`src/rtl/dpwc_pkg.sv`:
```
package dpwc_pkg;

   // Field and counter widths
   localparam int LEVEL_W    = 1;
   localparam int HIGH_CFG_W = 12;
   localparam int LOW_CFG_W  = 16;
   localparam int RUN_W      = 18;
   localparam int WIDTH_W    = 13;
   localparam int CSR_IDX_W  = 2;
   localparam int CSR_DATA_W = 16;

   // Lane count
   localparam int CHANNELS_DEF = 2;
   localparam int CHANNELS_MAX = 8;

   // Register reset values
   localparam logic [HIGH_CFG_W-1:0] MIN_HIGH_RST    = 12'd70;
   localparam logic [HIGH_CFG_W-1:0] MAX_HIGH_RST    = 12'd220;
   localparam logic [LOW_CFG_W-1:0]  LOW_TIMEOUT_RST = 16'd2500;

   // Register indexes
   typedef enum logic [CSR_IDX_W-1:0] {
      CSR_MIN_HIGH    = 2'd0,
      CSR_MAX_HIGH    = 2'd1,
      CSR_LOW_TIMEOUT = 2'd2
   } csr_idx_type;

   // Thresholds shared by every lane
   typedef struct packed {
      logic [HIGH_CFG_W-1:0] min_high;
      logic [HIGH_CFG_W-1:0] max_high;
      logic [LOW_CFG_W-1:0]  low_timeout;
   } cfg_type;

   // What one lane reports after its update
   typedef struct packed {
      logic [WIDTH_W-1:0] width;
      logic               valid;
   } lane_out_type;

endpackage

```
`src/rtl/dual_pulse_width_capture_unit.sv`:
```
// Channel   Direction  Handshake               Payload
// req       in         req_valid / req_ready   req_level_ch0, req_level_ch1
// rsp       out        rsp_valid / rsp_ready   rsp_width_ch0/1, rsp_valid_ch0/1
// csr       in         csr_valid / csr_ready   csr_index, csr_data
//
// One item per cycle while the output register is free: every lane updates its
// counter in the accept cycle and the merged result sits in the output register in the next cycle.
// req_ready is high whenever the output register is empty or drained in the
// same cycle, so a stalled result blocks every new item until it is taken.
// Synchronous reset clears every lane and the register file to its defaults.
// csr_ready is always high; writes land in the register file in the next cycle.
module dual_pulse_width_capture_unit
   import dpwc_pkg::*;
#(
   parameter int CHANNELS = CHANNELS_DEF
)
(
   input  logic                  clock,
   input  logic                  reset,
   input  logic                  req_valid,
   output logic                  req_ready,
   input  logic                  req_level_ch0,
   input  logic                  req_level_ch1,
   output logic                  rsp_valid,
   input  logic                  rsp_ready,
   output logic [WIDTH_W-1:0]    rsp_width_ch0,
   output logic [WIDTH_W-1:0]    rsp_width_ch1,
   output logic                  rsp_valid_ch0,
   output logic                  rsp_valid_ch1,
   input  logic                  csr_valid,
   output logic                  csr_ready,
   input  logic [CSR_IDX_W-1:0]  csr_index,
   input  logic [CSR_DATA_W-1:0] csr_data
);

   cfg_type                     cfg_ff, cfg_in;
   logic                        accept;
   logic                        out_free;
   lane_out_type [CHANNELS-1:0] lanes;

   // Register file writes
   assign csr_ready = 1'b1;

   always_comb begin
      cfg_in = cfg_ff;
      if (csr_valid) begin
         unique case (csr_index)
            CSR_MIN_HIGH:    cfg_in.min_high    = csr_data[HIGH_CFG_W-1:0];
            CSR_MAX_HIGH:    cfg_in.max_high    = csr_data[HIGH_CFG_W-1:0];
            CSR_LOW_TIMEOUT: cfg_in.low_timeout = csr_data[LOW_CFG_W-1:0];
            default:         cfg_in = cfg_ff;
         endcase
      end
   end

   always_ff @(posedge clock) begin
      if (reset) begin
         cfg_ff.min_high    <= MIN_HIGH_RST;
         cfg_ff.max_high    <= MAX_HIGH_RST;
         cfg_ff.low_timeout <= LOW_TIMEOUT_RST;
      end else begin
         cfg_ff <= cfg_in;
      end
   end

   assign req_ready = out_free;
   assign accept    = req_valid && out_free;

   // One lane per channel; lanes past the two inputs see a low level
   for (genvar g = 0; g < CHANNELS; g++) begin : g_lane
      logic lane_level;
      if (g == 0) begin : g_l0
         assign lane_level = req_level_ch0;
      end else if (g == 1) begin : g_l1
         assign lane_level = req_level_ch1;
      end else begin : g_lx
         assign lane_level = 1'b0;
      end

      dpwc_lane u_lane (
         .clock     (clock),
         .reset     (reset),
         .advance   (accept),
         .level     (lane_level),
         .cfg       (cfg_ff),
         .lane_next (lanes[g])
      );
   end

   // Merge lanes into the output register
   dpwc_merge #(
      .CHANNELS (CHANNELS)
   ) u_merge (
      .clock         (clock),
      .reset         (reset),
      .advance       (accept),
      .lanes         (lanes),
      .rsp_ready     (rsp_ready),
      .rsp_valid     (rsp_valid),
      .out_free      (out_free),
      .rsp_width_ch0 (rsp_width_ch0),
      .rsp_width_ch1 (rsp_width_ch1),
      .rsp_valid_ch0 (rsp_valid_ch0),
      .rsp_valid_ch1 (rsp_valid_ch1)
   );

   // An accepted item always yields a result next cycle
   a_accept_gives_result: assert property (@(posedge clock) disable iff (reset)
      req_valid && req_ready |=> rsp_valid)
      else $error("accepted item produced no result");

   // A stalled result blocks new items
   a_stall_blocks_input: assert property (@(posedge clock) disable iff (reset)
      rsp_valid && !rsp_ready |-> !req_ready)
      else $error("item accepted over a stalled result");

   // A low sample never leaves channel zero marked valid
   a_low_clears_valid: assert property (@(posedge clock) disable iff (reset)
      req_valid && req_ready && !req_level_ch0 |=> !rsp_valid_ch0)
      else $error("channel zero valid after a low sample");

endmodule

```
`src/rtl/dpwc_lane.sv`:
```
module dpwc_lane
   import dpwc_pkg::*;
(
   input  logic         clock,
   input  logic         reset,
   input  logic         advance,
   input  logic         level,
   input  cfg_type      cfg,
   output lane_out_type lane_next
);

   logic signed [RUN_W-1:0] run_count_ff, run_count_in;
   logic                    pulse_valid_ff, pulse_valid_in;
   logic [WIDTH_W-1:0]      width_ff, width_in;

   logic signed [RUN_W-1:0] hi_run;
   logic signed [RUN_W-1:0] lo_run;
   logic signed [RUN_W-1:0] min_s;
   logic signed [RUN_W-1:0] max_s;
   logic signed [RUN_W-1:0] low_limit;

   // Thresholds as signed counts
   assign min_s     = $signed({{(RUN_W-HIGH_CFG_W){1'b0}}, cfg.min_high});
   assign max_s     = $signed({{(RUN_W-HIGH_CFG_W){1'b0}}, cfg.max_high});
   assign low_limit = -$signed({{(RUN_W-LOW_CFG_W){1'b0}}, cfg.low_timeout});

   // Extend the high run, or start one after a low run
   assign hi_run = (run_count_ff[RUN_W-1] ? '0 : run_count_ff) + RUN_W'(1);

   // Extend the low run, or start one after a high run
   assign lo_run = ((!run_count_ff[RUN_W-1] && run_count_ff != '0) ? '0 : run_count_ff)
                   - RUN_W'(1);

   // Update the run counter, valid mark and width
   always_comb begin
      run_count_in   = run_count_ff;
      pulse_valid_in = pulse_valid_ff;
      width_in       = width_ff;
      if (level) begin
         run_count_in = hi_run;
         if (hi_run > min_s) begin
            pulse_valid_in = 1'b1;
         end
         if (hi_run > max_s) begin
            pulse_valid_in = 1'b0;
            run_count_in   = '0;
            width_in       = '0;
         end
      end else if (pulse_valid_ff) begin
         // falling edge of a valid pulse: latch its length
         pulse_valid_in = 1'b0;
         width_in       = run_count_ff[WIDTH_W-1:0];
         run_count_in   = '0;
      end else begin
         run_count_in = lo_run;
         if (lo_run < low_limit) begin
            width_in     = '0;
            run_count_in = '0;
         end
      end
   end

   // Advance the lane on each accepted item
   always_ff @(posedge clock) begin
      if (reset) begin
         run_count_ff   <= '0;
         pulse_valid_ff <= 1'b0;
         width_ff       <= '0;
      end else if (advance) begin
         run_count_ff   <= run_count_in;
         pulse_valid_ff <= pulse_valid_in;
         width_ff       <= width_in;
      end
   end

   assign lane_next.width = width_in;
   assign lane_next.valid = pulse_valid_in;

endmodule

```
`src/rtl/dpwc_merge.sv`:
```
module dpwc_merge
   import dpwc_pkg::*;
#(
   parameter int CHANNELS = CHANNELS_DEF
)
(
   input  logic                       clock,
   input  logic                       reset,
   input  logic                       advance,
   input  lane_out_type [CHANNELS-1:0] lanes,
   input  logic                       rsp_ready,
   output logic                       rsp_valid,
   output logic                       out_free,
   output logic [WIDTH_W-1:0]         rsp_width_ch0,
   output logic [WIDTH_W-1:0]         rsp_width_ch1,
   output logic                       rsp_valid_ch0,
   output logic                       rsp_valid_ch1
);

   logic         rsp_valid_ff, rsp_valid_in;
   lane_out_type ch0_ff, ch0_in;
   lane_out_type ch1_ff, ch1_in;

   // Pick the two reported lanes; a missing lane reads as zero
   always_comb begin
      ch0_in = '0;
      ch1_in = '0;
      for (int i = 0; i < CHANNELS; i++) begin
         if (i == 0) begin
            ch0_in = lanes[i];
         end
         if (i == 1) begin
            ch1_in = lanes[i];
         end
      end
   end

   // Output register is free when empty or being drained
   assign out_free     = !rsp_valid_ff || rsp_ready;
   assign rsp_valid_in = advance || (rsp_valid_ff && !rsp_ready);

   // Hold the result until taken
   always_ff @(posedge clock) begin
      if (reset) begin
         rsp_valid_ff <= 1'b0;
      end else begin
         rsp_valid_ff <= rsp_valid_in;
      end
   end

   // Load the payload on each accepted item
   always_ff @(posedge clock) begin
      if (advance) begin
         ch0_ff <= ch0_in;
         ch1_ff <= ch1_in;
      end
   end

   assign rsp_valid     = rsp_valid_ff;
   assign rsp_width_ch0 = ch0_ff.width;
   assign rsp_width_ch1 = ch1_ff.width;
   assign rsp_valid_ch0 = ch0_ff.valid;
   assign rsp_valid_ch1 = ch1_ff.valid;

endmodule
```
`config.mk`:
```
export PLATFORM = sky130hd
export DESIGN_NAME = dual_pulse_width_capture_unit
export DESIGN_NICKNAME = d
export VERILOG_FILES = /design/src/rtl/dpwc_pkg.sv /design/src/rtl/dual_pulse_width_capture_unit.sv /design/src/rtl/dpwc_lane.sv /design/src/rtl/dpwc_merge.sv
export SDC_FILE = /design/constraint.sdc
export NUM_CORES = 1
export LEC_CHECK = 0
export ABC_CLOCK_PERIOD_IN_PS = 5500
export BUFFER_PORTS_ARGS = -buffer_cell sky130_fd_sc_hd__buf_2
export CAP_MARGIN = 20
export CORE_ASPECT_RATIO = 0.75
export CORE_MARGIN = 5
export CORE_UTILIZATION = 25
export DETAILED_ROUTE_END_ITERATION = 10
export PLACE_DENSITY = 0.42
export RECOVER_POWER = 25
export SLEW_MARGIN = 40
export SYNTH_ARGS = -nofsm -noshare
export SYNTH_HDL_FRONTEND = slang
export SYNTH_HIERARCHICAL = 1
export SYNTH_SLANG_ARGS = --single-unit
```
`constraint.sdc`:
```
create_clock -name clock -period 5.5 [get_ports clock]
set_input_delay 0.825 -clock clock [delete_from_list [all_inputs] [get_ports clock]]
set_output_delay 0.825 -clock clock [all_outputs]
set_load 0.02 [all_outputs]
```
Yosys cells after proc, flatten, opt, wreduce, memory -nomap -nowiden --
Index checks and enable logic that the tools add are counted. W data, S select, Z words.
Word-level totals: register bits 133, input port bits 25, output and inout bits 31
Cells by class: $add $sub $neg 5, $lt $le $gt $ge 6, equal/unequal tests 2, mux-type cells 26, reduce and logical (&&, ||, !) cells 16
Operator list (count):
- $mux W18 | 10
- $mux W13 | 8
- $gt A18 B13 Y1 | 4
- $add A18 B1 Y18 const B | 2
- $lt A18 B18 Y1 | 2
- $reduce_bool A18 Y1 | 2
- $sub A18 B1 Y18 const B | 2
- $mux W17 | 2
- $neg A16 Y18 | 1
- $mux W1 | 6
- $reduce_and A2 Y1 | 3
- $logic_and A1 B1 Y1 | 4
- $logic_not A1 Y1 | 4
- $eq A2 B1 Y1 const B | 1
- $eq A2 B2 Y1 const B | 1
- $logic_not A2 Y1 | 1
- $logic_or A1 B1 Y1 | 2

Longest topological paths before layout --
Gate-level depths: netlist of the first run.
word-level depth 8, gate-level depth with buffers 21, depth with buffers taken out 16

Modules after synthesis --
The synthesis of the first run kept the hierarchy.
By module, submodules not included:
- dpwc_lane at g_lane[1].u_lane | instances 1, cells each 543, area an instance 3783.6 um2, seq. area each 640.6 um2
- dpwc_lane at g_lane[0].u_lane | instances 1, cells each 494, area an instance 3602.2 um2, seq. area each 640.6 um2
- dual_pulse_width_capture_unit | instances 1, cells each 162, area an instance 1676.6 um2, seq. area each 800.8 um2
- dpwc_merge | instances 1, cells each 32, area an instance 887.1 um2, seq. area each 860.8 um2

Least setup slack after synthesis of the first run --
Ideal clock, no wire load.
path kind reg-to-reg, start point reg g_lane[0].u_lane.run_count_ff[17], end point reg u_merge.ch0_ff (netlist bit u_merge/rsp_width_ch0[7]) (data pin), library setup time 0.132 ns, arrival 4.225 ns, data required time 5.368 ns, path slack 1.142 ns, cell stages (with the launch flop) 22, clock period less this slack 4.358 ns, cells stage by stage dfxtp_1 -> clkbuf_1 -> clkbuf_1 -> clkbuf_1 -> buf_1 -> nand2_1 -> ha_1 -> clkbuf_1 -> inv_1 -> a21oi_1 -> nand3b_1 -> a32o_1 -> ha_1 -> nand3_1 -> nor3_1 -> o21ai_0 -> and4_1 -> a221oi_2 -> mux2i_2 -> nand2b_1 -> buf_2 -> a22o_1
RTL lines:
- start: declaration | line dpwc_lane.sv:12 | logic signed [RUN_W-1:0] run_count_ff, run_count_in;
- start signal: assignment | line dpwc_lane.sv:70 | run_count_ff <= run_count_in;
- end signal: assignment | line dpwc_merge.sv:54 | ch0_ff <= ch0_in;
- end: declaration | line dpwc_merge.sv:21 | lane_out_type ch0_ff, ch0_in;

Final worst setup path of the first run --
start point reg g_lane[0].u_lane.run_count_ff[4], end point reg g_lane[0].u_lane.width_ff[6]
On the way: word-level cells in the longest chain between the ends 8, elaborated cells on any way between the ends 12
Ends and longest elaborated chain:
- $reduce_bool A18 Y1 | line dpwc_lane.sv:31 | assign lo_run = ((!run_count_ff[RUN_W-1] && run_count_ff != '0) ? '0 : run_count_ff)
- $logic_and A1 B1 Y1 | line dpwc_lane.sv:31
- $mux W18 | line dpwc_lane.sv:31
- $sub A18 B1 Y18 | line dpwc_lane.sv:32 | - RUN_W'(1);
- $lt A18 B18 Y1 | line dpwc_lane.sv:56 | if (lo_run < low_limit) begin
- $mux W13 | line dpwc_lane.sv:56
- $mux W13 | line dpwc_lane.sv:49 | end else if (pulse_valid_ff) begin
- $mux W13 * | line dpwc_lane.sv:39 | if (level) begin
- end signal: assignment | line dpwc_lane.sv:72 | width_ff <= width_in;
- end: declaration | line dpwc_lane.sv:14 | logic [WIDTH_W-1:0] width_ff, width_in;
Mark *: on every way between the ends. The rest lies on a longest branch, timed or not. A chain may end at the register's enable or synchronous reset.

==> out/results.md, run 1 <==
| Step | Result | Reported |
|---|---|---|
| routing | Total vias in the final route | 8974 |
| final layout | Area Growth Syn to Fin | 14.3% |
| setup path | WP data required | 5830 ps |
| sta | Period utilization | 89.0% |
| sta | Slew at the pin with the worst max-slew slack | 3060 ps |
| logic synthesis | Top cells by area in the synthesized netlist | sky130_fd_sc_hd__dfxtp_1, sky130_fd_sc_hd__ha_1, sky130_fd_sc_hd__edfxtp_1 |
| logic synthesis | FF+latch count, synth | 133 |
| routing | Number of DRC markers after the initial detailed-route iteration | 917 |
| final layout | Antenna diode count | 0 |
| clocking | Resized cells post-CTS | 0 |
| floorplan | I/O pin count | 56 |
| sta | Final min period | 4890 ps |
| placed design | Routability-driven placement congestion ratio | 0.848 |
| logic synthesis | Cell with the most instances after synthesis | sky130_fd_sc_hd__nand2_1 |
| logic synthesis | Prevailing post-synth register cell | sky130_fd_sc_hd__dfxtp_1 |
| floorplan | X dimension of the die | 240 um |
| routing | DRT Wirelength | 33000 um |
| clocking | Root buffer cell | sky130_fd_sc_hd__clkbuf_16 |
| run | Max-cap violations | 2 |
| floorplan | Core region area | 39400 um^2 |
| placed design | DP Worst Slack | 662 ps |
| setup path | Kind of end point of the critical path | flip-flop |
| grt | Number of antenna violations at the first check in global routing | 0 |
| sta | Number of max-slew violations in the final report | 115 |
| sta | Unrepaired setup endpoints after global routing | false |
| clocking | Sinks on the clock net | 133 |
| power and ir drop | Leakage power of the design | 4.47 nW |
| placed design | Number of cells in the design after placement | 1754 |
| logic synthesis | Count of flip-flops with a built-in enable after synthesis | 28 |
| sta | Worst setup skew after layout | 14.3 ps |
| min path | Number of cells traversed by the worst hold path | 2 |
| grt | Via count of the first global-routing pass | 8377 |
| sta | Relative slew slack | -104% |
| grt | Global route overflow | 0 |
| setup path | Setup crit start kind | flip-flop |
| logic synthesis | Sequential area share after synthesis | 29.6% |
| clocking | Largest buffer count on any clock path | 2 |
| placed design | Count of buffers from port buffering | 54 |
| outcome | Violated checks | capacitance limit, slew limit |
| setup path | Library cell appearing most often on the critical path | sky130_fd_sc_hd__nor3_1 |
| sta | Setup slack of the critical path after layout | 608 ps |
| clocking | Hold buffer count at cts | 0 |
| logic synthesis | Distinct cell type count after synthesis | 76 |
| power and ir drop | Maximum resistive drop on vdd | 0.199 mV |
| routing | Routed length per instance | 18.5 um |
| grt | Wire length of the first global-routing pass | 51000 um |
| routing | Post-route antenna net violation count | 0 |
| floorplan | Number of core rows | 63 |
| floorplan | Effective utilization at floorplan | 25.2% |
| routing | DRT Pass-1 Iters | 5 |
| logic synthesis | Mean cell area of the mapped netlist | 8.08 um^2 |
| logic synthesis | Gate Count Post-Synth | 1231 |
| final layout | Final instance count without filler cells | 1786 |
| logic synthesis | Syn Nets | 1342 |
| setup path | CP max stage cell | sky130_fd_sc_hd__or4_4 |
| sta | Finish-stage setup viols | 0 |
| setup path | Worst-path fanout max | 10 |
| sta | Upper clock frequency limit | 0.204 GHz |
| min path | Worst hold-check path type | flip-flop to flip-flop |
| logic synthesis | Cell type with the largest total area after synthesis | sky130_fd_sc_hd__dfxtp_1 |
| final layout | Nets | 1364 |
| logic synthesis | Yosys warnings | 6 |
| clocking | Register clock-pin slew on the reported worst setup and hold paths | 70 ps |
| clocking | TritonCTS clock tree | done |
| logic synthesis | Asr flop ratio synth | 0% |
| logic synthesis | Most used standard cells in the synthesized netlist | sky130_fd_sc_hd__nand2_1, sky130_fd_sc_hd__dfxtp_1, sky130_fd_sc_hd__nor2_1 |
| clocking | Worst-Skew Late Latency | 440 ps |
| final layout | Proportion of layout cells with a drive suffix above 1 | 11.8% |
| clocking | Number of buffers created by CTS | 17 |
| clocking | CTS H-Tree Depth | 4 |
| setup path | Maximum cell stage delay along the critical path | 620 ps |
| power and ir drop | Pwr per Cell Area | 354 nW/um^2 |
| outcome | Outcome | finished, violations left |
| setup path | CP Data Arrival Time | 5220 ps |
| setup path | Worst Path Class, Setup | flip-flop to flip-flop |
| final layout | Filler cell count | 4295 |
| floorplan | Die area | 43900 um^2 |
| sta | Number of failing hold endpoints at the final stage | 0 |
| floorplan | Height of the chip | 183 um |
| logic synthesis | Share of the synthesized area in the top cell type | 21.1% |
| logic synthesis | Post-synthesis instance area | 9950 um^2 |
| clocking | Buffers inserted by post-CTS timing repair | 0 |
| routing | Routed via count divided by cell count | 5.02 |
| setup path | Chain of cells forming the critical path | or4_4 > nor4_4 > and3_1 > or2_2 > nor2_1 > nor3_1 > ha_1 > nand3_1 > nor3_1 > o21ai_0 > and4_1 > a221oi_2 > mux2i_2 > nor2b_1 > buf_4 > a311oi_1 |
| sta | Sum Neg Setup Slack | 0 ps |
| grt | Overall Global Routing Usage | 15.0% |
| routing | Post-route DRC | 0 |
| grt | Largest net degree at the start of global routing | 71 |
| setup path | Worst reg-to-reg path cell count | 16 |
| placed design | Detailed Place HPWL | 25000 um |
## metal layers
| metal | routed length (um) | global-route usage [%] |
|---|---|---|
| met1 | 18400 | 24.7 |
| met2 | 12400 | 19.4 |
| met3 | 2000 | 3.55 |
| met4 | 187 | 2.52 |
| met5 | 0 | 0 |
## worst max-delay path, delay by kind of cell (launching register included)
| family | cells | cell delay, ps |
|---|---|---|
| buffers and inverters | 1 | 220 |
| muxes | 1 | 470 |
| DFF | 1 | 410 |
| and+or+nand+nor | 10 | 2800 |
| adders and majority gates | 1 | 210 |
| AOI/OAI and AO/OA | 3 | 680 |
## flip-flops by register name (all words and copies together) (netlist names)
| name | cells |
|---|---|
| cfg_ff | 40 |
| g_lane.u_lane/pulse_valid_ff | 2 |
| g_lane.u_lane/run_count_ff | 36 |
| g_lane.u_lane/width_ff | 26 |
| u_merge/rsp_valid | 1 |
| u_merge/rsp_valid_ch0 | 1 |
| u_merge/rsp_valid_ch1 | 1 |
| u_merge/rsp_width_ch0 | 13 |
| u_merge/rsp_width_ch1 | 13 |
## cells by family (layout without fill, tap and decap cells)
logic type | count (synthesis) | after routing | share of synthesized area [%]
flops | 133 | 133 | 29.6
other cells | 1 | 1 | 0.0377
compound gates | 269 | 269 | 18.3
mux | 43 | 43 | 4.38
xor+xnor | 53 | 53 | 4.67
simple gates | 476 | 476 | 25.0
fa+ha+maj | 86 | 86 | 10.8
buf+inv | 170 | 205 | 7.17
## report_power, final
group	switching, mW	internal, mW	leakage, nW
Clock	0.510	0.680	0.295
Combinational	0.994	0.628	3.03
Sequential	0.143	1.07	1.14
## area by class of cell
| type | instances | area [um^2] | share of cell area (%) |
|---|---|---|---|
| Tap cell | 520 | 651 | 5.72 |
| Sequential cell | 133 | 2940 | 25.9 |
| Timing Repair Buffer | 93 | 587 | 5.16 |
| Multi-Input combinational cell | 928 | 6300 | 55.4 |
| Clock buffer | 17 | 425 | 3.74 |
| Clock inverter | 15 | 169 | 1.48 |
| Inverter | 80 | 300 | 2.64 |
## cell usage in the layout, fill, tap and decap left out, drive strengths merged, types with 5 or more instances in the layout
master     n
a2111oi    5
nor3      41
a221o     12
edfxtp    28
nand3b     6
nor4      20
o21ai     60
inv       87
and2      19
nand4     21
and4       7
a311oi    24
a21oi     74
a31oi      6
dfxtp    105
nand3     31
o211ai     7
clkbuf    18
and4b      7
a211oi    11
clkinv     6
buf       92
nor2b     17
a21o      12
or4        7
ha        86
nand2b    54
nand2    120
xnor2     31
or3       10
o31ai     14
nor2     100
xor2      22
mux2i     42
a22o      14
## per-stage QoR
step | area, um^2 | hold WS, ps | power, mW | util, %
after floorplan | 9950 | 448 | 2.30 | -
after global placement | 10800 | 454 | 2.84 | 27.4
after detailed placement | 10800 | 461 | 2.84 | 27.4
after CTS | 11400 | 470 | 4.04 | 28.9
after global routing | 11400 | 488 | 4.29 | 28.9
final | 11400 | 468 | 4.03 | 28.9
## path summary, 6_finish.rpt
kind                                                      start                                   endpoint  slack, ps
setup reg to reg  g_lane[0].u_lane/run_count_ff[4]$_SDFFE_PP0P_  g_lane[0].u_lane/width_ff[6]$_SDFFE_PP0P_        610
hold / removal        g_lane[1].u_lane/width_ff[0]$_SDFFE_PP0P_  g_lane[1].u_lane/width_ff[0]$_SDFFE_PP0P_        470
setup / recovery  g_lane[0].u_lane/run_count_ff[4]$_SDFFE_PP0P_  g_lane[0].u_lane/width_ff[6]$_SDFFE_PP0P_        610
hold reg to reg       g_lane[1].u_lane/width_ff[0]$_SDFFE_PP0P_  g_lane[1].u_lane/width_ff[0]$_SDFFE_PP0P_        470
No activity file was read; power rests on OpenSTA's default activity.
==> inputs of run 2 (changes only) <==
Settings changed: CELL_PAD_IN_SITES_DETAIL_PLACEMENT set to 1, CELL_PAD_IN_SITES_GLOBAL_PLACEMENT set to 1, PLACE_DENSITY 0.42 to 0.51.
==> run 2 against run 1 <==
  * The flow still finishes with violations (capacitance limit, slew limit)
  * Combinational power about the same
  * Non-clock buffer count up 6
  * Clock power down 6%
  * Via count up 2.6%
  * Sequential share of layout area up 0.057 points
  * Sequential cell count unchanged
  * Design area down 0.22%
  * Critical path type unchanged
  * Largest cell class unchanged
  * Largest power group unchanged
  * Highest routed layer unchanged
==> out/results.md, run 2 (synthesized netlist as in run 1, its figures left out) <==
| Step | Result | Reported |
|---|---|---|
| final layout | Share of the core filled with cells | 28.8% |
| setup path | Worst path buffer plus inverter count | 0 |
| final layout | Top library cells by usage in the layout, fill and taps aside | sky130_fd_sc_hd__nand2_1, sky130_fd_sc_hd__dfxtp_1, sky130_fd_sc_hd__nor2_1 |
| power and ir drop | Internal Dissipation | 2.31 mW |
| routing | Post-route antenna net violation count | 0 |
| routing | Met1 Wirelength | 19900 um |
| power and ir drop | Leakage power of the design | 4.42 nW |
| power and ir drop | Clk network pwr share | 28.0% |
| floorplan | I/O pin count | 56 |
| sta | Setup slack of the critical path after layout | 366 ps |
| power and ir drop | Flop pwr share | 31.0% |
| setup path | Worst Path Class, Setup | flip-flop to flip-flop |
| routing | DRT Pass-1 Iters | 5 |
| setup path | WP data required | 5810 ps |
| placed design | DP Worst Slack | 432 ps |
| clocking | Root buffer cell | sky130_fd_sc_hd__clkbuf_16 |
| routing | Post-route DRC | 0 |
| routing | DRT Wirelength | 35900 um |
| min path | Worst hold-check path type | flip-flop to flip-flop |
| floorplan | Effective utilization at floorplan | 25.2% |
| sta | Number of failing hold endpoints at the final stage | 0 |
| final layout | Nets | 1370 |
| setup path | Setup crit start kind | flip-flop |
| routing | Total vias in the final route | 9210 |
| final layout | Most common cell after layout, fill and taps aside | sky130_fd_sc_hd__nand2_1 |
| setup path | Chain of cells forming the critical path | or4_4 > nor4_4 > and3_1 > or2_2 > nor2_1 > nor3_1 > ha_1 > nand2_1 > nor4_1 > o21ai_0 > and4_1 > a221oi_2 > mux2i_2 > nor2b_1 > a2111oi_0 |
| final layout | Antenna diode count | 0 |
| clocking | Number of buffers created by CTS | 17 |
| final layout | Flip-flop count of the largest register, all copies and words added | 40 |
| grt | Wire length of the first global-routing pass | 56600 um |
| sta | Number of max-slew violations in the final report | 63 |
| grt | Global route overflow | 0 |
| sta | Final min period | 5130 ps |
| routing | Uppermost layer routed | met4 |
| setup path | Kind of cell adding the most delay to the critical path | simple AND/OR/NAND/NOR gates |
| clocking | Largest buffer count on any clock path | 2 |
| routing | Total met3 wirelength after detailed routing | 1440 um |
| floorplan | Core region area | 39400 um^2 |
| final layout | Area Growth Syn to Fin | 14.1% |
| run | Max-cap violations | 2 |
| power and ir drop | Switching power | 1.70 mW |
| setup path | Kind of end point of the critical path | flip-flop |
| floorplan | Height of the chip | 183 um |
| clocking | Register clock-pin slew on the reported worst setup and hold paths | 60 ps |
| grt | Largest net degree at the start of global routing | 73 |
| final layout | Filler cell count | 4683 |
| floorplan | X dimension of the die | 240 um |
| routing | Number of DRC markers after the initial detailed-route iteration | 706 |
| routing | Met2 WL post-DR | 13900 um |
| sta | Upper clock frequency limit | 0.195 GHz |
| sta | Relative slew slack | -21.7% |
| grt | Via count of the first global-routing pass | 9336 |
| sta | Period utilization | 93.3% |
| setup path | Worst-path fanout max | 14 |
| grt | Number of antenna violations at the first check in global routing | 0 |
| clocking | TritonCTS clock tree | done |
| setup path | CP max stage cell | sky130_fd_sc_hd__or4_4 |
| sta | Sum Neg Setup Slack | 0 ps |
| outcome | Violated checks | capacitance limit, slew limit |
| setup path | Maximum cell stage delay along the critical path | 590 ps |
| sta | Final hold slack | 469 ps |
| final layout | Most flop-heavy register | cfg_ff |
| setup path | CP Data Arrival Time | 5440 ps |
| placed design | Routability-driven placement congestion ratio | 0.838 |
| routing | Routed via count divided by cell count | 5.14 |
| sta | Unrepaired setup endpoints after global routing | false |
| power and ir drop | Maximum resistive drop on vdd | 0.210 mV |
| final layout | Proportion of layout cells with a drive suffix above 1 | 10.7% |
| floorplan | Die area | 43900 um^2 |
| final layout | Largest registers | cfg_ff (40), g_lane.u_lane/run_count_ff (36), g_lane.u_lane/width_ff (26) |
| power and ir drop | Combinational fraction of design power | 41.0% |
| clocking | CTS H-Tree Depth | 4 |
| grt | Overall Global Routing Usage | 16.4% |
| placed design | Detailed Place HPWL | 27500 um |
| sta | Finish-stage setup viols | 0 |
| clocking | Worst-Skew Late Latency | 440 ps |
| clocking | Sinks on the clock net | 133 |
| clocking | Resized cells post-CTS | 0 |
| outcome | Outcome | finished, violations left |
| routing | Routed length per instance | 20.0 um |
| power and ir drop | Sw Ratio | 42.4% |
| sta | Worst setup skew after layout | 15.0 ps |
| clocking | Buffers inserted by post-CTS timing repair | 0 |
| clocking | Hold buffer count at cts | 0 |
| power and ir drop | Pwr per Cell Area | 353 nW/um^2 |
| sta | Slew at the pin with the worst max-slew slack | 1830 ps |
| placed design | Count of buffers from port buffering | 54 |
| floorplan | Number of core rows | 63 |
==> run 2: per-stage QoR <==
stage	area [um^2]	instances	total power [mW]
finish	11400	1792	4.01
global route	11400	1792	4.28
CTS	11400	1792	4.04
detailed placement	10800	1760	2.89
global placement	10800	1760	2.87
floorplan	9950	1231	2.30
==> run 2: layer usage <==
metal  track usage (%)  vias up
met4              4.22        0
met5                 0        -
met2              22.1      174
met3              2.30       32
met1              26.8     4541
li1                  -     4463
==> run 2: power groups by stage <==
| stage | clock network [mW] | registers (mW) | logic, mW |
|---|---|---|---|
| 3_5_place_dp | 0 | 1.26 | 1.63 |
| 4_1_cts | 1.16 | 1.24 | 1.64 |
| 5_1_grt | 1.19 | 1.26 | 1.83 |
| 3_3_place_gp | 0 | 1.25 | 1.62 |
| 2_1_floorplan | 0 | 1.15 | 1.15 |
| 6_report | 1.12 | 1.24 | 1.64 |
==> run 2: worst reg2reg max path, cell delays in order, from the launching register on <==
cell	delay [ps]
sky130_fd_sc_hd__dfxtp_1	470
sky130_fd_sc_hd__or4_4	600
sky130_fd_sc_hd__nor4_4	480
sky130_fd_sc_hd__and3_1	290
sky130_fd_sc_hd__or2_2	180
sky130_fd_sc_hd__nor2_1	110
sky130_fd_sc_hd__nor3_1	460
sky130_fd_sc_hd__ha_1	220
sky130_fd_sc_hd__nand2_1	70
sky130_fd_sc_hd__nor4_1	330
sky130_fd_sc_hd__o21ai_0	140
sky130_fd_sc_hd__and4_1	180
sky130_fd_sc_hd__a221oi_2	390
sky130_fd_sc_hd__mux2i_2	480
sky130_fd_sc_hd__nor2b_1	160
sky130_fd_sc_hd__a2111oi_0	450
==> run 2: worst paths after layout <==
| check | from | end | slack (ps) | cells after the start |
|---|---|---|---|---|
| setup / recovery | g_lane[0].u_lane/run_count_ff[2]$_SDFFE_PP0P_ | g_lane[0].u_lane/run_count_ff[0]$_SDFFE_PP0P_ | 370 | 15 |
| hold / removal | g_lane[1].u_lane/width_ff[1]$_SDFFE_PP0P_ | g_lane[1].u_lane/width_ff[1]$_SDFFE_PP0P_ | 470 | 2 |
| setup reg to reg | g_lane[0].u_lane/run_count_ff[2]$_SDFFE_PP0P_ | g_lane[0].u_lane/run_count_ff[0]$_SDFFE_PP0P_ | 370 | 15 |
| hold reg to reg | g_lane[1].u_lane/width_ff[1]$_SDFFE_PP0P_ | g_lane[1].u_lane/width_ff[1]$_SDFFE_PP0P_ | 470 | 2 |
==> run 2: layout make-up <==
cell class / instances / area [um^2] / share of cell area, %
Tap cell: 520 / 651 / 5.73
Clock inverter: 15 / 133 / 1.17
Timing Repair Buffer: 99 / 599 / 5.28
Inverter: 80 / 300 / 2.65
Sequential cell: 133 / 2940 / 25.9
Multi-Input combinational cell: 928 / 6300 / 55.5
Clock buffer: 17 / 425 / 3.75
==> inputs of run 3 (changes only) <==
Settings changed: CTS_BUF_LIST set to sky130_fd_sc_hd__clkbuf_8.
==> run 3 against run 2 <==
  * The flow still finishes with violations (capacitance limit, slew limit)
  * Critical path depth did not move
  * Sequential cell count is the same
  * Die area is the same
  * Combinational power about the same
  * Clock power is 27% lower
  * Maximum frequency rose by 0.55%
  * Largest cell class unchanged
==> out/results.md, run 3 (synthesized netlist as in run 1, its figures left out) <==
| Step | Result | Reported |
|---|---|---|
| final layout | Top library cells by usage in the layout, fill and taps aside | sky130_fd_sc_hd__nand2_1, sky130_fd_sc_hd__dfxtp_1, sky130_fd_sc_hd__nor2_1 |
| clocking | TritonCTS clock tree | done |
| setup path | WP data required | 5840 ps |
| final layout | Most common cell after layout, fill and taps aside | sky130_fd_sc_hd__nand2_1 |
| floorplan | Effective utilization at floorplan | 25.2% |
| sta | Unrepaired setup endpoints after global routing | false |
| placed design | Count of buffers from port buffering | 54 |
| floorplan | Number of core rows | 63 |
| routing | DRT Wirelength | 35700 um |
| clocking | Buffers inserted by post-CTS timing repair | 0 |
| power and ir drop | Flop pwr share | 33.6% |
| clocking | Largest buffer count on any clock path | 2 |
| power and ir drop | Combinational fraction of design power | 44.4% |
| sta | Relative slew slack | -21.1% |
| min path | Hold path startpoint | g_lane[1].u_lane/width_ff[1]$_SDFFE_PP0P_ |
| grt | Wire length of the first global-routing pass | 56300 um |
| floorplan | X dimension of the die | 240 um |
| outcome | Outcome | finished, violations left |
| sta | Number of failing hold endpoints at the final stage | 0 |
| sta | Worst setup skew after layout | 21.9 ps |
| routing | Total vias in the final route | 9224 |
| setup path | Reg-to-reg critical path endpoint | g_lane[0].u_lane/run_count_ff[0]$_SDFFE_PP0P_ |
| final layout | Proportion of layout cells with a drive suffix above 1 | 10.6% |
| min path | Worst hold-check path type | flip-flop to flip-flop |
| power and ir drop | Leakage power of the design | 4.33 nW |
| routing | DRT Pass-1 Iters | 5 |
| run | Max-cap violations | 3 |
| setup path | Crit Reg-Reg Startpoint | g_lane[0].u_lane/run_count_ff[2]$_SDFFE_PP0P_ |
| floorplan | Core region area | 39400 um^2 |
| placed design | Detailed Place HPWL | 27500 um |
| final layout | Most flop-heavy register | cfg_ff |
| setup path | Worst Path Class, Setup | flip-flop to flip-flop |
| grt | Largest net degree at the start of global routing | 73 |
| clocking | Resized cells post-CTS | 0 |
| setup path | Slack of the worst reg-to-reg path | 390 ps |
| grt | Via count of the first global-routing pass | 9272 |
| final layout | Area Growth Syn to Fin | 12.1% |
| setup path | CP Data Arrival Time | 5450 ps |
| final layout | Nets | 1370 |
| power and ir drop | Maximum resistive drop on vdd | 0.133 mV |
| power and ir drop | Switching power | 1.66 mW |
| routing | Post-route antenna net violation count | 0 |
| setup path | Worst reg-to-reg path cell count | 15 |
| sta | Finish-stage setup viols | 0 |
| floorplan | Die area | 43900 um^2 |
| sta | Period utilization | 92.8% |
| power and ir drop | Pwr per Cell Area | 332 nW/um^2 |
| routing | Post-route DRC | 0 |
| sta | Slew at the pin with the worst max-slew slack | 1810 ps |
| floorplan | I/O pin count | 56 |
| setup path | Worst-path fanout max | 14 |
| final layout | Largest registers | cfg_ff (40), g_lane.u_lane/run_count_ff (36), g_lane.u_lane/width_ff (26) |
| outcome | Violated checks | capacitance limit, slew limit |
| clocking | Hold buffer count at cts | 0 |
| power and ir drop | Sw Ratio | 44.8% |
| setup path | Kind of end point of the critical path | flip-flop |
| sta | Sum Neg Setup Slack | 0 ps |
| floorplan | Height of the chip | 183 um |
| placed design | Routability-driven placement congestion ratio | 0.838 |
| grt | Number of antenna violations at the first check in global routing | 0 |
| grt | Global route overflow | 0 |
| final layout | Antenna diode count | 0 |
| power and ir drop | Clk network pwr share | 22.0% |
| clocking | Register clock-pin slew on the reported worst setup and hold paths | 90 ps |
| routing | Number of DRC markers after the initial detailed-route iteration | 706 |
| clocking | Sinks on the clock net | 133 |
| sta | Setup slack of the critical path after layout | 394 ps |
| setup path | Setup crit start kind | flip-flop |
| sta | Upper clock frequency limit | 0.196 GHz |
| clocking | CTS H-Tree Depth | 4 |
| sta | Number of max-slew violations in the final report | 103 |
| routing | Routed length per instance | 19.9 um |
| grt | Overall Global Routing Usage | 16.3% |
| min path | Number of cells traversed by the worst hold path | 2 |
| final layout | Flip-flop count of the largest register, all copies and words added | 40 |
| routing | Routed via count divided by cell count | 5.15 |
| clocking | Number of buffers created by CTS | 17 |
| placed design | DP Worst Slack | 432 ps |
| clocking | Worst-Skew Late Latency | 480 ps |
| power and ir drop | Internal Dissipation | 2.04 mW |
| sta | Final min period | 5110 ps |
| min path | End of the worst hold path | g_lane[1].u_lane/width_ff[1]$_SDFFE_PP0P_ |
| clocking | Root buffer cell | sky130_fd_sc_hd__clkbuf_8 |
## run 3: cell count changes in the layout (fill, tap and decap cells not counted)
cell / before / now
sky130_fd_sc_hd__a21oi_1: 73 / 74
sky130_fd_sc_hd__a21oi_2: 1 / 0
sky130_fd_sc_hd__buf_2: 37 / 38
sky130_fd_sc_hd__buf_4: 44 / 43
sky130_fd_sc_hd__clkbuf_16: 17 / 0
sky130_fd_sc_hd__clkbuf_8: 0 / 17
## run 3: worst max path at each step
stage	from	to	cells after the start
after floorplan	g_lane[0].u_lane/run_count_ff[17]$_SDFFE_PP0P_	u_merge/rsp_width_ch0[7]$_DFFE_PP_	21
after global placement	g_lane[0].u_lane/run_count_ff[2]$_SDFFE_PP0P_	g_lane[0].u_lane/run_count_ff[0]$_SDFFE_PP0P_	15
after detailed placement	g_lane[0].u_lane/run_count_ff[2]$_SDFFE_PP0P_	g_lane[0].u_lane/run_count_ff[0]$_SDFFE_PP0P_	15
after CTS	g_lane[0].u_lane/run_count_ff[2]$_SDFFE_PP0P_	g_lane[0].u_lane/run_count_ff[0]$_SDFFE_PP0P_	15
after global routing	g_lane[0].u_lane/run_count_ff[4]$_SDFFE_PP0P_	g_lane[0].u_lane/run_count_ff[0]$_SDFFE_PP0P_	15
final	g_lane[0].u_lane/run_count_ff[2]$_SDFFE_PP0P_	g_lane[0].u_lane/run_count_ff[0]$_SDFFE_PP0P_	15
## run 3: area by class of cell
type | count | area [um^2]
Fill cell | 4703 | 28300
Multi-Input combinational cell | 928 | 6300
Sequential cell | 133 | 2940
Tap cell | 520 | 651
Timing Repair Buffer | 99 | 597
Inverter | 80 | 300
Clock buffer | 17 | 234
Clock inverter | 15 | 133
## run 3: metal layers
| metal | vias to the layer above | GRT usage, % | share of wire (%) |
|---|---|---|---|
| met3 | 19 | 2.51 | 4.1 |
| met4 | 0 | 3.27 | 1.0 |
| met2 | 177 | 22.1 | 39 |
| li1 | 4466 | - | - |
| met1 | 4562 | 26.8 | 55 |
| met5 | - | 0 | 0 |
## run 3: worst max-delay path, cell delays in order (launching register included)
cell	delay, ps
sky130_fd_sc_hd__dfxtp_1	470
sky130_fd_sc_hd__or4_4	590
sky130_fd_sc_hd__nor4_4	480
sky130_fd_sc_hd__and3_1	290
sky130_fd_sc_hd__or2_2	190
sky130_fd_sc_hd__nor2_1	110
sky130_fd_sc_hd__nor3_1	430
sky130_fd_sc_hd__ha_1	210
sky130_fd_sc_hd__nand2_1	70
sky130_fd_sc_hd__nor4_1	320
sky130_fd_sc_hd__o21ai_0	140
sky130_fd_sc_hd__and4_1	180
sky130_fd_sc_hd__a221oi_2	400
sky130_fd_sc_hd__mux2i_2	480
sky130_fd_sc_hd__nor2b_1	160
sky130_fd_sc_hd__a2111oi_0	450
## run 3: power groups by stage
stage / Combinational [mW] / Sequential (mW) / Clock, mW
2_1_floorplan: 1.15 / 1.15 / 0
6_report: 1.64 / 1.24 / 0.815
4_1_cts: 1.64 / 1.24 / 0.850
3_5_place_dp: 1.63 / 1.26 / 0
5_1_grt: 1.83 / 1.26 / 0.886
3_3_place_gp: 1.62 / 1.25 / 0
## run 3: through the flow
| step | area [um^2] | cells | utilization [%] | power (mW) | hold WS, ps |
|---|---|---|---|---|---|
| 2_1_floorplan | 9950 | 1231 | - | 2.30 | 448 |
| 3_3_place_gp | 10800 | 1760 | 27.5 | 2.87 | 456 |
| 3_5_place_dp | 10800 | 1760 | 27.5 | 2.89 | 464 |
| 4_1_cts | 11200 | 1792 | 28.4 | 3.73 | 480 |
| 5_1_grt | 11200 | 1792 | 28.3 | 3.97 | 501 |
| 6_report | 11200 | 1792 | 28.3 | 3.70 | 474 |
